**config.mk**
```make
export PLATFORM = sky130hd
export DESIGN_NAME = lzot_free_find
export DESIGN_NICKNAME = d
export VERILOG_FILES = /design/src/layer_z_order_table_macros.svh /design/src/lzot_pkg.sv /design/src/lzot_free_find.sv
export SDC_FILE = /design/constraint.sdc
export NUM_CORES = 1
export LEC_CHECK = 0
export BUFFER_PORTS_ARGS = -buffer_cell sky130_fd_sc_hd__buf_2
export CAP_MARGIN = 20
export CORE_AREA = 3 3 106 108
export CTS_CLUSTER_DIAMETER = 200
export DETAILED_ROUTE_END_ITERATION = 8
export DIE_AREA = 0 0 109 111
export PLACE_DENSITY = 0.83
export SYNTH_ARGS = -nofsm -noshare
export SYNTH_HDL_FRONTEND = slang
export SYNTH_SLANG_ARGS = --single-unit
export TNS_END_PERCENT = 30
```
**constraint.sdc**
```tcl
create_clock -name clock -period 4.45 [get_ports clock]
set_clock_uncertainty 0.15 [all_clocks]
set_input_delay 0.445 -clock clock [delete_from_list [all_inputs] [get_ports clock]]
set_output_delay 0.445 -clock clock [all_outputs]
set_load 0.05 [all_outputs]
```
**src/layer_z_order_table_macros.svh**
```systemverilog
// Assertion macros for the layer z-order table.
// Used by the top level only; relies on signals named clock and reset in scope.
`ifndef LAYER_Z_ORDER_TABLE_MACROS_SVH
`define LAYER_Z_ORDER_TABLE_MACROS_SVH

`ifndef ASSERT_OFF

// same-cycle implication
`define LZOT_ASSERT_IMP(lbl, ante, cons) \
   lbl: assert property (@(posedge clock) disable iff (reset) (ante) |-> (cons)) \
      else $error("layer_z_order_table: implication check failed");

// next-cycle implication
`define LZOT_ASSERT_NXT(lbl, ante, cons) \
   lbl: assert property (@(posedge clock) disable iff (reset) (ante) |=> (cons)) \
      else $error("layer_z_order_table: next-cycle check failed");

`else

`define LZOT_ASSERT_IMP(lbl, ante, cons)
`define LZOT_ASSERT_NXT(lbl, ante, cons)

`endif

`endif

```
**src/lzot_pkg.sv**
```systemverilog
// Shared types and constants of the layer z-order table.
// No dependencies; imported by the cell, the free-slot finder, the top level and the testbench.
package lzot_pkg;

   // fixed field widths of the request and response transactions
   localparam int LAYER_W  = 8;
   localparam int HEIGHT_W = 9;

   // free-slot search works on groups of this many layers
   localparam int GROUP_SIZE  = 32;
   localparam int GROUP_POS_W = 5;

   // request kinds
   typedef enum logic [1:0] {
      FUNC_ALLOC = 2'd0,
      FUNC_SET   = 2'd1,
      FUNC_FREE  = 2'd2
   } lzot_func_type;

   // response status codes
   localparam logic STATUS_DONE = 1'b0;
   localparam logic STATUS_FULL = 1'b1;

   // shift command broadcast to every cell
   typedef struct packed {
      logic shift_up;
      logic shift_dn;
   } lzot_shift_type;

   // per-cell select from the sequencer
   typedef struct packed {
      logic claim;   // allocate this layer
      logic drop;    // release this layer
      logic place;   // load the new height into this layer
   } lzot_sel_type;

endpackage

```
**src/lzot_free_find.sv**
```systemverilog
// Two-stage registered search for the lowest free layer.
// Stage one encodes each group of layers, stage two picks the lowest group.
// Depends on lzot_pkg for the group size.
module lzot_free_find
   import lzot_pkg::*;
#(
   parameter int NUM   = 256,
   parameter int IDX_W = 8
) (
   input  logic             clock,
   input  logic             reset,
   input  logic [NUM-1:0]   free_vec,
   output logic             found,
   output logic [IDX_W-1:0] idx
);

   localparam int NG   = (NUM + GROUP_SIZE - 1) / GROUP_SIZE;
   localparam int NGW  = (NG > 1) ? $clog2(NG) : 1;
   localparam int CATW = NGW + GROUP_POS_W;

   logic [NG*GROUP_SIZE-1:0] pad;
   logic [NG-1:0]            any_in, any_ff;
   logic [GROUP_POS_W-1:0]   pos_in [NG];
   logic [GROUP_POS_W-1:0]   pos_ff [NG];
   logic [NG-1:0]            goh;
   logic [NGW-1:0]           gidx;
   logic [GROUP_POS_W-1:0]   gpos;
   logic [CATW-1:0]          cat;
   logic                     found_ff;
   logic [IDX_W-1:0]         idx_ff;

   // stage one: lowest set bit of each group, isolated by x & -x
   always_comb begin
      logic [GROUP_SIZE-1:0] grp;
      logic [GROUP_SIZE-1:0] oh;
      pad = (NG*GROUP_SIZE)'(free_vec);
      for (int g = 0; g < NG; g++) begin
         grp       = pad[g*GROUP_SIZE +: GROUP_SIZE];
         oh        = grp & (~grp + GROUP_SIZE'(1));
         any_in[g] = |grp;
         pos_in[g] = '0;
         for (int b = 0; b < GROUP_SIZE; b++) begin
            if (oh[b]) begin
               pos_in[g] = pos_in[g] | GROUP_POS_W'(b);
            end
         end
      end
   end

   // stage two: lowest group that has a free layer
   always_comb begin
      goh  = any_ff & (~any_ff + NG'(1));
      gidx = '0;
      gpos = '0;
      for (int g = 0; g < NG; g++) begin
         if (goh[g]) begin
            gidx = gidx | NGW'(g);
            gpos = gpos | pos_ff[g];
         end
      end
      cat = {gidx, gpos};
   end

   // reset values match an all-free pool
   always_ff @(posedge clock) begin
      if (reset) begin
         any_ff   <= '1;
         found_ff <= 1'b1;
         idx_ff   <= '0;
         for (int g = 0; g < NG; g++) begin
            pos_ff[g] <= '0;
         end
      end else begin
         any_ff   <= any_in;
         found_ff <= |any_ff;
         idx_ff   <= cat[IDX_W-1:0];
         for (int g = 0; g < NG; g++) begin
            pos_ff[g] <= pos_in[g];
         end
      end
   end

   assign found = found_ff;
   assign idx   = idx_ff;

endmodule

```
Word level (Yosys, flattened, before mapping)
Memories as Yosys holds them, arrays and structs flattened.
Index checks and enable logic that the tools add are counted.
{"block": "word_totals", "inputBits": 258, "word_cells": 329, "regBits": 17, "ramBits": 40, "mem_count": 1, "out_inout_bits": 9}
{"block": "op_classes", "n_reduce_logical": 9, "n_addsub": 9, "bitwise": 33, "muxes": 274}
{"name": "pos_ff", "words": 8, "word_bits": 5, "rd": 8, "rd_ports_with_merged_regs": 0, "write_ports": 8, "line": "lzot_free_find.sv:24", "rtl": "logic [GROUP_POS_W-1:0] pos_ff [NG];"}
{"cell": "$mux W5", "count": 144}
{"cell": "$add A32 B1 Y32 const B", "count": 8}
{"cell": "$and A32 B32 Y32", "count": 8}
{"cell": "$mux W4", "count": 64}
{"cell": "$not A32 Y32", "count": 8}
{"cell": "$reduce_or A32 Y1", "count": 8}
{"cell": "$mux W3", "count": 36}
{"cell": "$mux W2", "count": 18}
{"cell": "$or A5 B5 Y5", "count": 7}
{"cell": "$mux W1", "count": 12}
{"cell": "$add A8 B1 Y8 const B", "count": 1}
{"cell": "$and A8 B8 Y8", "count": 1}
{"cell": "$not A8 Y8", "count": 1}
{"cell": "$or A1 B1 Y1", "count": 8}
{"cell": "$reduce_or A8 Y1", "count": 1}

Longest topological paths before layout
{"block": "depth", "depth_word": 35, "ltp_mapped": 8, "depth_no_buf": 6}

Least setup slack after synthesis
Ideal clock, no wire load.
{"block": "synth_path", "path_kind": "input to register", "from": "in free_vec[19]", "to": "mem pos_ff[0][0]", "t_required_ns": 4.219, "setup_time_ns": 0.081, "setup_slack_ns": 2.210, "t_arrival_ns": 2.009, "cell_stages": 5, "n_path_buf": 0, "cell_sequence": "or4_4 -> or3_4 -> or2_0 -> o32a_1 -> a41oi_1"}
{"element": "from (decl)", "line": "lzot_free_find.sv:12", "rtl": "input logic [NUM-1:0] free_vec,"}
{"element": "to (decl)", "line": "lzot_free_find.sv:24"}

==> results.ini <==
[timing]
rsz0062_at_grt = no
min_period_ns = 2.361
tns_ns = 0
fmax_mhz = 423.5
finalMaxSlewViolations = 0
finalSetupViolations = 0
hold_violations = 0
relSlewSlack_pct = 31.48
tightest_slew_ns = 1.028
period_share_pct = 53.06
setup_slack_ns = 2.089

[clocking]
cts-htree-levels = 3
cts.path.max_buffers = 2
cts-hold-fix-buffers = 0
cts.sink_count = 57
clk_latency_ns = 0.31
cts_made_buffers = 9
post_cts_resized = 0
clk_pin_slew_ns = 0.06
ctsRootBufferMaster = clkbuf_8
cts_setup_buffers = 0
cts_tree = built

[synth]
synth_area_mm2 = 0.005206
synth-edff-count = 0
synthTopCellsByArea = dfxtp_1, a21oi_1, nor2_1, nor4_1, nor3_1
synth.avg_cell_area_um2 = 6.753
synthArstFlopShare_pct = 0
synth-seq-area-share_pct = 21.92
synth_ff_type = dfxtp_1
yosysTopAreaCellShare_pct = 21.92
ys_ff_latch = 57
synth_cell_type_count = 67
synth.most_common_cell = nor2_1
syn_nets = 1029
synthTopCellsByCount = nor2_1, a21oi_1, dfxtp_1
yosysWarnings = 0
syn-instance-count = 771
yosys.area.top_type = dfxtp_1

[pwr]
total_power_w = 0.001294
pwr_density_cell_mw_per_mm2 = 188.9
vdd_drop_max_mv = 0.1083
power.leakage_nw = 2.793

[setup_path]
crit_arrival_ns = 2.44
critical_path_class = in2reg
path_max_fanout = 6
end_kind = flop
critPathLaunchType = input pin
cp.required_ns = 4.53
r2r_cells = 5
timing.rr.end = idx[4]
rrSetupSlack_ns = 2.25
worstReg2RegStart = any_ff[0]

[worst_hold_path]
holdCritPathClass = in2reg
hold_path_end = any_ff[1]
whs_path_depth = 3
min-delay-start = free_vec[62]

[detailed_routing]
vias = 6954
wl_per_cell_um = 14.42
ant_nets = 0
first_pass_iters = 5
drc = 0
finalWirelength_um = 16990
drt_iter0_drc = 434
via_per_inst = 5.903

[placed_design]
dp_hpwl_um = 14370
place_congestion = 0.9655
port_buffers = 266
post-place-ws_ns = 1.852

[flow_run]
drv_cap = 0

[global_route]
grt_max_degree = 60
antenna_found_initial = 0
grt_pass1_vias = 6252
grt_usage_pct = 25.81
grt_pass1_wl_um = 26560
grt_overflow = 0

[status]
status = finished clean

[floorplanning]
std_cell_rows = 37
ios = 267
start_util_pct = 50.43
dieArea_mm2 = 0.01210
die_y_um = 111
core_area_mm2 = 0.01032
die_w_um = 109

[cells_and_area]
n_fill_cell = 1008
areaGrowthSynthToFinish_pct = 31.58
diodes = 0
post_route_cells_drive_above_1_share_pct = 29.17
finalNetCount = 1296

-- layout by cell type (no fill, tap or decap), types with 22 or more instances in the layout --
cell,n
nor2_1,120
a31oi_1,22
a21oi_1,90
buf_2,266
o21ai_0,42
nor4_1,50
inv_1,50
dfxtp_1,57
nand2_1,44
nor3_1,52
-- stage by stage --
stage	instances	hold slack, ns	cell area (µm²)	util [%]
floorplan	771	0.2604	5206	-
global route	1178	0.1964	6850	66.36
CTS	1178	0.1905	6850	66.36
global placement	1163	0.2820	6670	64.61
finish	1178	0.2041	6850	66.36
detailed placement	1163	0.2840	6670	64.61
-- critical path: stages --
cell     delay (ns)
buf_2          0.11
nor4_1         0.60
nand4_2        0.30
nor4_4         0.41
nor4b_1        0.34
nor4_1         0.11
a21oi_1        0.13
-- how the worst max path moves through the flow --
stage / from / endpoint / slack, ns / cells past startpoint
after floorplan: free_vec[19] / pos_ff[0][0] / 2.21 / 5
after global placement: free_vec[172] / any_ff[5] / 1.93 / 5
after detailed placement: free_vec[3] / pos_ff[0][1] / 1.85 / 7
after CTS: free_vec[3] / pos_ff[0][1] / 2.16 / 7
after global routing: free_vec[3] / pos_ff[0][1] / 1.85 / 7
final: free_vec[3] / pos_ff[0][1] / 2.09 / 7
-- report_power, final --
group	internal [W]	switching, W	total (W)
clock network	0.000241	0.000179	0.000420
registers	0.000519	0.00000332	0.000523
logic	0.000154	0.000197	0.000351
-- final cells by class --
| type | count | area [µm²] | area share [%] |
|---|---|---|---|
| multi-input cells | 654 | 3840 | 56.05 |
| well taps | 136 | 170.2 | 2.484 |
| inverters | 50 | 187.7 | 2.740 |
| clock buffers | 12 | 165.2 | 2.411 |
| flip-flops and latches | 57 | 1141 | 16.66 |
| clock inverters | 3 | 15.01 | 0.2192 |
| repair buffers | 266 | 1331 | 19.43 |
-- logic make-up (layout without fill, tap and decap cells) --
logic type	count (synthesis)	count (layout)	share of synthesized area [%]
and+or+nand+nor	386	386	40.25
AOI/OAI and AO/OA	268	268	33.50
buffers and inverters	60	331	4.326
DFF	57	57	21.92
-- state kept, by name, indices dropped and copies added (netlist names) --
| name | cells |
|---|---|
| any_ff | 8 |
| pos_ff | 40 |
| idx | 8 |
| found | 1 |
-- per-layer routing --
metal | routed length (µm) | global-route usage, %
met2 | 8214 | 45.41
met4 | 205 | 7.239
met5 | 0 | 0
met1 | 7400 | 32.34
met3 | 1164 | 3.494
No activity file was read; power rests on OpenSTA's default activity.
