<file path="config.mk">
export PLATFORM = sky130hd
export DESIGN_NAME = lzot_cell
export DESIGN_NICKNAME = d
export VERILOG_FILES = /design/src/layer_z_order_table_macros.svh /design/src/lzot_pkg.sv /design/src/lzot_cell.sv
export SDC_FILE = /design/constraint.sdc
export NUM_CORES = 1
export LEC_CHECK = 0
export BUFFER_PORTS_ARGS = -buffer_cell sky130_fd_sc_hd__buf_2
export CORE_ASPECT_RATIO = 1.25
export CORE_MARGIN = 1.5
export CORE_UTILIZATION = 40
export CTS_CLUSTER_SIZE = 14
export DETAILED_ROUTE_END_ITERATION = 6
export PLACE_DENSITY = 0.67
export SYNTH_ARGS = -nofsm -noshare
export SYNTH_HDL_FRONTEND = slang
export SYNTH_SLANG_ARGS = --single-unit
</file>
<file path="constraint.sdc">
create_clock -name clock -period 6 [get_ports clock]
set_input_delay 1.2 -clock clock [delete_from_list [all_inputs] [get_ports clock]]
set_output_delay 1.2 -clock clock [all_outputs]
set_load 0.01 [all_outputs]
</file>
<file path="src/layer_z_order_table_macros.svh">
// Assertion macros for the layer z-order table.
// Used by the top level only; relies on signals named clock and reset in scope.
`ifndef LAYER_Z_ORDER_TABLE_MACROS_SVH
`define LAYER_Z_ORDER_TABLE_MACROS_SVH

`ifndef ASSERT_OFF

// same-cycle implication
`define LZOT_ASSERT_IMP(lbl, ante, cons) \
   lbl: assert property (@(posedge clock) disable iff (reset) (ante) |-> (cons)) \
      else $error("layer_z_order_table: implication check failed");

// next-cycle implication
`define LZOT_ASSERT_NXT(lbl, ante, cons) \
   lbl: assert property (@(posedge clock) disable iff (reset) (ante) |=> (cons)) \
      else $error("layer_z_order_table: next-cycle check failed");

`else

`define LZOT_ASSERT_IMP(lbl, ante, cons)
`define LZOT_ASSERT_NXT(lbl, ante, cons)

`endif

`endif

</file>
<file path="src/lzot_pkg.sv">
// Shared types and constants of the layer z-order table.
// No dependencies; imported by the cell, the free-slot finder, the top level and the testbench.
package lzot_pkg;

   // fixed field widths of the request and response transactions
   localparam int LAYER_W  = 8;
   localparam int HEIGHT_W = 9;

   // free-slot search works on groups of this many layers
   localparam int GROUP_SIZE  = 32;
   localparam int GROUP_POS_W = 5;

   // request kinds
   typedef enum logic [1:0] {
      FUNC_ALLOC = 2'd0,
      FUNC_SET   = 2'd1,
      FUNC_FREE  = 2'd2
   } lzot_func_type;

   // response status codes
   localparam logic STATUS_DONE = 1'b0;
   localparam logic STATUS_FULL = 1'b1;

   // shift command broadcast to every cell
   typedef struct packed {
      logic shift_up;
      logic shift_dn;
   } lzot_shift_type;

   // per-cell select from the sequencer
   typedef struct packed {
      logic claim;   // allocate this layer
      logic drop;    // release this layer
      logic place;   // load the new height into this layer
   } lzot_sel_type;

endpackage

</file>
<file path="src/lzot_cell.sv">
// One layer cell: holds the in-use bit and the stack height of one layer.
// Depends on lzot_pkg for the shift and select structs.
module lzot_cell
   import lzot_pkg::*;
#(
   parameter int LEVEL_W = 9,
   parameter int BOUND_W = 10
) (
   input  logic                       clock,
   input  logic                       reset,
   input  lzot_shift_type             ctl,
   input  lzot_sel_type               sel,
   input  logic signed [BOUND_W-1:0]  lo,
   input  logic signed [BOUND_W-1:0]  hi,
   input  logic signed [LEVEL_W-1:0]  h_new,
   output logic                       in_use,
   output logic signed [LEVEL_W-1:0]  level
);

   localparam logic signed [LEVEL_W-1:0] STEP   = LEVEL_W'(1);
   localparam logic signed [LEVEL_W-1:0] HIDDEN = '1;

   logic                      in_use_ff, in_use_in;
   logic signed [LEVEL_W-1:0] level_ff, level_in;
   logic signed [BOUND_W-1:0] level_x;
   logic                      in_rng;

   // next state: claim, release, direct placement or a shift by one
   always_comb begin
      level_x   = BOUND_W'(level_ff);
      in_rng    = (level_x >= lo) && (level_x <= hi);
      in_use_in = in_use_ff;
      level_in  = level_ff;
      if (sel.claim) begin
         in_use_in = 1'b1;
         level_in  = HIDDEN;
      end
      if (sel.drop) begin
         in_use_in = 1'b0;
      end
      if (sel.place) begin
         level_in = h_new;
      end else if (ctl.shift_up && in_rng) begin
         level_in = level_ff + STEP;
      end else if (ctl.shift_dn && in_rng) begin
         level_in = level_ff - STEP;
      end
   end

   always_ff @(posedge clock) begin
      if (reset) begin
         in_use_ff <= 1'b0;
         level_ff  <= HIDDEN;
      end else begin
         in_use_ff <= in_use_in;
         level_ff  <= level_in;
      end
   end

   assign in_use = in_use_ff;
   assign level  = level_ff;

endmodule

</file>
[Word level (Yosys, flattened, before mapping)]
Index checks and enable logic that the tools add are counted.
Storage, ports and cells
  bits of input ports: 36
  bits in registers: 10
Cells by class
  muxes and demuxes: 4
  $add $sub $neg: 2
  reduce and logical (&&, ||, !) cells: 5
  magnitude comparators: 2
Operators with widths (number)
  9-bit two-way mux: 4
  9-bit by 10-bit greater-or-equal comparator with 1-bit output: 1
  9-bit by 10-bit <= comparator with 1-bit output: 1
  9-bit by 2-bit adder with 9-bit output, second input constant: 1
  9-bit by 2-bit subtractor with 9-bit output, second input constant: 1
  4-bit nonzero test: 1
  1-bit logical AND: 3
  2-bit OR reduction: 1

[Logic depth before layout (Yosys ltp)]
Gate-level depths: netlist of run 1.
  depth after elaboration: 6
  gate-level depth with buffers: 8

[Least setup slack after synthesis of run 1]
Ideal clock, no wire load.
  kind: input to register
  start: input hi[7]
  end: register level_ff[6] (netlist: level[6])
  buffers on the path: 0
  setup time: 0.123 ns
  stages on the path: 8
  required time: 5.877 ns
  arrival time: 2.838 ns
  slack: 3.039 ns
  cell sequence: inv_1 -> ha_1 -> a21o_1 -> a2111o_1 -> a221oi_4 -> o211ai_2 -> o32ai_2 -> o21bai_1
On the way
  word-level cells in the longest chain between the ends: 6
  elaborated cells on any way between the ends: 8
  classes of those cells: 1 x order compare; 3 x mux; 4 x reduce/logical
Ends and longest elaborated chain
  start, declared: line lzot_cell.sv:14  | input logic signed [BOUND_W-1:0] hi,
  9-bit by 10-bit <= comparator with 1-bit output *: line lzot_cell.sv:31  | in_rng = (level_x >= lo) && (level_x <= hi);
  1-bit logical AND *: line lzot_cell.sv:31
  1-bit logical AND: line lzot_cell.sv:45  | end else if (ctl.shift_dn && in_rng) begin
  9-bit two-way mux: line lzot_cell.sv:45
  9-bit two-way mux: line lzot_cell.sv:43  | end else if (ctl.shift_up && in_rng) begin
  9-bit two-way mux: line lzot_cell.sv:41  | if (sel.place) begin
  end signal, assigned: line lzot_cell.sv:56  | level_ff <= level_in;
  end, declared: line lzot_cell.sv:24  | logic signed [LEVEL_W-1:0] level_ff, level_in;
Mark *: on every way between the ends. The rest lies on a longest branch, timed or not.
A chain may end at the register's enable or synchronous reset.

[Worst setup path after layout of run 1]
  start: input lo[7]
  end: register level_ff[6] (netlist: level[6])
On the way
  word-level cells in the longest chain between the ends: 6
  elaborated cells on any way between the ends: 8
  classes of those cells: 1 x order compare; 3 x mux; 4 x reduce/logical
Ends and longest elaborated chain
  start, declared: line lzot_cell.sv:13  | input logic signed [BOUND_W-1:0] lo,
  9-bit by 10-bit greater-or-equal comparator with 1-bit output *: line lzot_cell.sv:31
  1-bit logical AND *: line lzot_cell.sv:31
  1-bit logical AND: line lzot_cell.sv:45
  9-bit two-way mux: line lzot_cell.sv:45
  9-bit two-way mux: line lzot_cell.sv:43
  9-bit two-way mux: line lzot_cell.sv:41
Marks and branches as above.

==> results of run 1 <==
cell type report:
| cell class | count | area [um^2] |
|---|---|---|
| Multi-Input combinational cell | 136 | 1030 |
| Sequential cell | 10 | 200 |
| Tap cell | 37 | 46.3 |
| Fill cell | 332 | 1560 |
| Inverter | 28 | 105 |
| Timing Repair Buffer | 45 | 225 |
| Clock buffer | 4 | 55.1 |
through the flow:
| step | setup WS [ns] | hold slack, ns | std cells |
|---|---|---|---|
| after floorplan | 3.04 | 0.510 | 180 |
| after global placement | 2.78 | 0.476 | 256 |
| after detailed placement | 2.73 | 0.484 | 256 |
| after CTS | 2.98 | 0.496 | 260 |
| after global routing | 2.76 | 0.515 | 260 |
| final | 3.02 | 0.498 | 260 |
how the worst max path moves through the flow:
stage	startpoint	to	slack, ns
6_report	lo[7]	level[6]	3.02
5_1_grt	lo[7]	level[6]	2.76
4_1_cts	lo[7]	level[6]	2.98
3_5_place_dp	lo[7]	level[6]	2.73
3_3_place_gp	lo[8]	level[6]	2.78
2_1_floorplan	hi[7]	level[6]	3.04
flip-flops by register name (all words and copies together) (netlist names):
name	flops
level	9
in_use	1
cells by family after synthesis:
group | Yosys count
AOI/OAI and AO/OA | 60
xor gates and xnor gates | 2
adders and majority gates | 22
buffers and inverters | 34
DFF | 10
muxes | 1
and+or+nand+nor | 51
cell usage after synthesis (all sizes together):
library cell	n
a221o	1
nand2b	2
a31oi	1
a21o	4
nor2b	2
nor2	8
a2111oi	1
or3	1
clkbuf	3
o211a	1
o32ai	1
a221oi	3
dfxtp	10
nand3	5
o21ai	9
a22oi	2
o22ai	12
buf	3
and2	3
o211ai	2
ha	22
o21bai	7
o21a	1
xor2	2
nor3	5
a2111o	1
nor3b	1
or4	2
or3b	1
o31ai	2
and4	2
mux2i	1
and3	5
nand2	7
nand4	3
inv	28
nor4	4
a32o	2
o221ai	1
a21oi	9
metal layers:
layer / GRT usage [%] / vias to the layer above
met1: 22.1 / 639
met4: 8.54 / 0
met3: 2.84 / 4
met5: 0 / -
li1: - / 763
met2: 34.4 / 40
report_power, final:
group	internal (mW)	leakage (nW)	switching, mW
Sequential	0.0711	0.0828	0.0118
Combinational	0.0482	0.749	0.0546
Clock	0.0577	0.0288	0.0272
Total	0.177	0.861	0.0936
worst max-delay path, delay by kind of cell:
family | cells | cell delay [ns]
compound gates | 5 | 1.26
fa+ha+maj | 1 | 0.29
buf+inv | 2 | 0.10
simple gates | 1 | 0.23
placed cells by master (no fill, tap or decap), types with 2 or more instances in the layout:
master	count
a21oi_1	9
inv_1	28
nor2_1	8
nor3_1	5
nand3_1	5
nand4_1	3
a22oi_1	2
and2_1	3
a32o_1	2
a221oi_1	2
ha_1	22
o21bai_1	7
buf_2	45
clkbuf_8	4
a21o_1	4
nand2b_1	2
nor4_1	4
and4_1	2
and3_1	5
dfxtp_1	10
o21ai_0	9
nor2b_1	2
o22ai_1	12
xor2_1	2
or4_1	2
nand2_1	7
==> out/results.ini, run 1 <==
[placed_design]
gp_congestion = 0.776
portBuffers = 45
place_area_mm2 = 0.00161
hpwl_um = 2750

[final_layout]
layout-drive-gt1-share_pct = 23.8
final_util_pct = 51.5
final_area_mm2 = 0.00166
synthToLayoutAreaGrowth_pct = 21.9
final_nets = 282
n_antenna_cell = 0

[worst_setup_path]
worstPathMaxFanout = 6
end_kind = flop
required_ns = 6.12
crit_type = in -> reg
slowest_stage = a2111oi_0
slowest_delay_ns = 0.43
path_cells = buf_2 > inv_1 > ha_1 > a21o_1 > a2111oi_0 > o221ai_1 > o211a_1 > nor4_1 > o21bai_1
worstReg2RegStart = level[7]
arrival_ns = 3.10
cp-start-kind = input pin
r2r-end = level[6]
rr_worst_depth = 7
r2r_setup_slack_ns = 3.57

[global_route]
grt_util_all_layers_pct = 18.9
grt_pass1_wl_um = 5720
overflow = 0
antenna_found_initial = 0
grt_pass1_vias = 1363
grt_max_degree = 17

[logic_synthesis]
avgSynthCellArea_um2 = 7.57
synth_compound_area_share_pct = 32.7
synthSimpleGateAreaFrac_pct = 20.6
syn-instance-count = 180
synth_top_family_by_area = compound AO/OA/AOI/OAI gates
ys_seq_area_share_pct = 14.7
synthXorXnorAreaFrac_pct = 1.29
mappedNetlistArea_mm2 = 0.00136
synth-seq-cells = 10
synth_area_leaders = ha_1, dfxtp_1, inv_1
synthMuxAreaShare_pct = 0.735
yosysTopAreaCellShare_pct = 20.2
synth_cell_type_count = 44
syn_nets = 238
ys.warnings.count = 0
yosysTopAreaCell = ha_1
yosys.area_share.adder_pct = 20.2

[drt]
drtIter0Drc = 49
top_layer = met4
wl_um = 3480
drcViolationCount = 0
avgViaCountPerCell = 5.56
drt-wirelength-per-cell_um = 13.4
drtAntennaViolNets = 0
firstDrtPassIters = 4
wl_met3_um = 164
wl_met2_um = 1660
vias = 1446
drt-met1-wl_um = 1610

[pwr]
p_leak_nw = 0.861
ir_worst_vdd_v = 0.000169
power_mw = 0.271
powerDensity_mw_per_mm2 = 163

[sta]
setup_viol = 0
hold_viol = 0
timing_worst_slew_pin_value_ns = 0.612
setup_tns_ns = 0
fin_crit_sh_pct = 49.7
finalCriticalPeriod_ns = 2.98
max-slew-margin-rel_pct = 59.1
finClkSkew_ns = 0.00281
rsz0062_at_grt = false
timing.fmax_mhz = 336
slew_violations = 0

[clocking]
postCtsSetupRepairBufs = 0
cts-buffers-inserted = 3
holdBufCountCts = 0
htreeDepth = 1
cts.clk_slew.worst_paths_ns = 0.05
cts_sinks = 10
insertion_delay_ns = 0.24
cts.path.max_buffers = 2
cts_tree = yes
root_buffer = clkbuf_8
cts-resized-gates = 0

[floorplanning]
num_rows = 23
coreArea_mm2 = 0.00322
dieArea_mm2 = 0.00377
fp.dieW_um = 55.2
start_util_pct = 42.3
ioPinCount = 46
die_height_um = 68.3

[hold_path]
min_path_cells = 2
hp-start = in_use
holdCritPathClass = reg -> reg
min_to = in_use

[flow_run]
drv_cap = 0

[outcome]
outcome = complete, no violations

Note: power is estimated with default switching activity, not from simulation.
==> run 2: changes to the inputs <==
--- a/config.mk
+++ b/config.mk
@@ -5,13 +5,14 @@
 export SDC_FILE = /design/constraint.sdc
 export NUM_CORES = 1
 export LEC_CHECK = 0
+export ABC_AREA = 1
 export BUFFER_PORTS_ARGS = -buffer_cell sky130_fd_sc_hd__buf_2
 export CORE_ASPECT_RATIO = 1.25
 export CORE_MARGIN = 1.5
 export CORE_UTILIZATION = 40
 export CTS_CLUSTER_SIZE = 14
 export DETAILED_ROUTE_END_ITERATION = 6
-export PLACE_DENSITY = 0.67
+export PLACE_DENSITY = 0.65
 export SYNTH_ARGS = -nofsm -noshare
 export SYNTH_HDL_FRONTEND = slang
 export SYNTH_SLANG_ARGS = --single-unit
==> constraint.sdc (replaced) <==
create_clock -name clock -period 3 [get_ports clock]
set_input_delay 0.6 -clock clock [delete_from_list [all_inputs] [get_ports clock]]
set_output_delay 0.6 -clock clock [all_outputs]
set_load 0.01 [all_outputs]
==> run 2 against run 1 <==
  * Via count increased by 21%
  * Die area increased by 24%
  * Flip-flop and latch count unchanged
  * Design area increased by 20%
  * Final cell count increased by 45%
  * Critical path type is now reg -> reg
  * Critical endpoint is now level[3]
==> out/results.ini, run 2 <==
[outcome]
outcome = complete, no violations

[sta]
fin_crit_sh_pct = 75.4
finClkSkew_ns = 0.000755
hold_viol = 0
finalCriticalPeriod_ns = 2.26
max-slew-margin-rel_pct = 58.0
rsz0062_at_grt = false
setup_tns_ns = 0
timing_worst_slew_pin_value_ns = 0.627
setup_viol = 0
timing.fmax_mhz = 442
timing.hold.ws_ns = 0.485
slew_violations = 0

[global_route]
grt_pass1_vias = 1579
grt_max_degree = 19
antenna_found_initial = 0
grt_pass1_wl_um = 6850
grt_util_all_layers_pct = 18.6
overflow = 0

[drt]
avgViaCountPerCell = 4.63
wl_um = 3800
drt-wirelength-per-cell_um = 10.1
drtIter0Drc = 59
vias = 1747
drcViolationCount = 0
drtAntennaViolNets = 0
firstDrtPassIters = 4

[logic_synthesis]
yosysTopAreaCellShare_pct = 19.8
synth-seq-cells = 10
synthTopCellsByCount = nand2_1, inv_1, ha_1, nor2_1, nand3_1
avgSynthCellArea_um2 = 6.15
synth_area_leaders = nand2_1, ha_1, inv_1
synthArstFlopShare_pct = 0
synth_flop_cell = dfxtp_1
yosysTopAreaCell = nand2_1
ys.warnings.count = 0
yosysMostFrequentCell = nand2_1
mappedNetlistArea_mm2 = 0.00170
ys_seq_area_share_pct = 11.7
synth_edf_count = 0
synth_cell_type_count = 25
syn-instance-count = 277
syn_nets = 335

[final_layout]
multi_input_area_mm2 = 0.00124
largest_reg_flops = 9
final_util_pct = 48.8
final_common_cell = nand2_1
layout-drive-gt1-share_pct = 22.7
nFillCells = 460
final_nets = 381
n_antenna_cell = 0
final_cell_mix = nand2_1, inv_1, buf_2, ha_1, nor2_1
seq_area_um2 = 200
synthToLayoutAreaGrowth_pct = 17.3

[placed_design]
hpwl_um = 3070
portBuffers = 45
gp_congestion = 0.776

[clocking]
cts_tree = yes
root_buffer = clkbuf_8
cts.clk_slew.worst_paths_ns = 0.05
cts-resized-gates = 0
holdBufCountCts = 0
postCtsSetupRepairBufs = 0
cts_sinks = 10
cts.path.max_buffers = 2
htreeDepth = 1
cts-buffers-inserted = 3
insertion_delay_ns = 0.23

[floorplanning]
fp.dieW_um = 61.4
num_rows = 26
start_util_pct = 41.6
coreArea_mm2 = 0.00410
ioPinCount = 46
dieArea_mm2 = 0.00466
die_height_um = 76.0

[worst_setup_path]
required_ns = 3.18
slowest_stage = dfxtp_1
path_cells = ha_1 > nand2_2 > inv_1 > a21oi_2 > nand3_1 > nand2_1 > nand3_4 > o211ai_4 > nand3_1 > nand2_1 > inv_1 > nand2_1
arrival_ns = 2.44
end_kind = flop
worstPathMaxFanout = 18
crit_type = reg -> reg
r2r_setup_slack_ns = 0.74
slowest_delay_ns = 0.52
cpMostUsedCell = nand2_1
cp-start-kind = flop

[hold_path]
holdCritPathClass = reg -> reg

[pwr]
p_leak_nw = 1.21
ir_worst_vdd_v = 0.000240
powerDensity_mw_per_mm2 = 350

[flow_run]
drv_cap = 0

run 2: path summary, 6_finish.rpt:
path                               start        to  cells past startpoint
worst min-delay path              in_use    in_use                      2
worst min register to register    in_use    in_use                      2
worst max-delay path            level[8]  level[3]                     12
worst max register to register  level[8]  level[3]                     12
run 2: final cells by class:
cell class / instances / area share (%)
clock buffers: 3 / 2.07
inverters: 57 / 10.7
multi-input cells: 205 / 62.1
flip-flops and latches: 10 / 10.0
well taps: 56 / 3.50
repair buffers: 46 / 11.6
run 2: metrics by stage:
stage	setup WS (ns)	total power [mW]	instance area, um^2	cells
6_report	0.738	0.700	2000	377
5_1_grt	0.463	0.782	2000	377
4_1_cts	0.711	0.710	2000	377
3_5_place_dp	0.546	0.568	1960	374
3_3_place_gp	0.566	0.562	1960	374
2_1_floorplan	0.844	0.482	1700	277
run 2: cell families after synthesis:
group,count (synthesis),share of synthesized area (%)
AND/OR/NAND/NOR,155,42.7
buffers and inverters,62,15.4
adder cells (fa/ha/maj),22,16.2
AO/OA/AOI/OAI,16,7.86
XOR/XNOR,12,6.17
flip-flops,10,11.7
run 2: routing by layer:
metal	global-route usage [%]	wire length, um
met2	29.1	1800
met1	25.8	1770
met3	1.53	155
met5	0	0
met4	7.02	72
run 2: report_power, final:
group / internal [mW] / switching [mW] / total (mW)
Combinational: 0.151 / 0.232 / 0.383
Clock: 0.0876 / 0.0498 / 0.137
Sequential: 0.147 / 0.0325 / 0.180
run 2: critical path: cells and delay by family (launching register included):
kind                       cells  cell delay, ns
adders and majority gates      1            0.36
DFF                            1            0.52
AOI/OAI and AO/OA              2            0.47
and+or+nand+nor                7            0.76
buffers and inverters          2            0.09
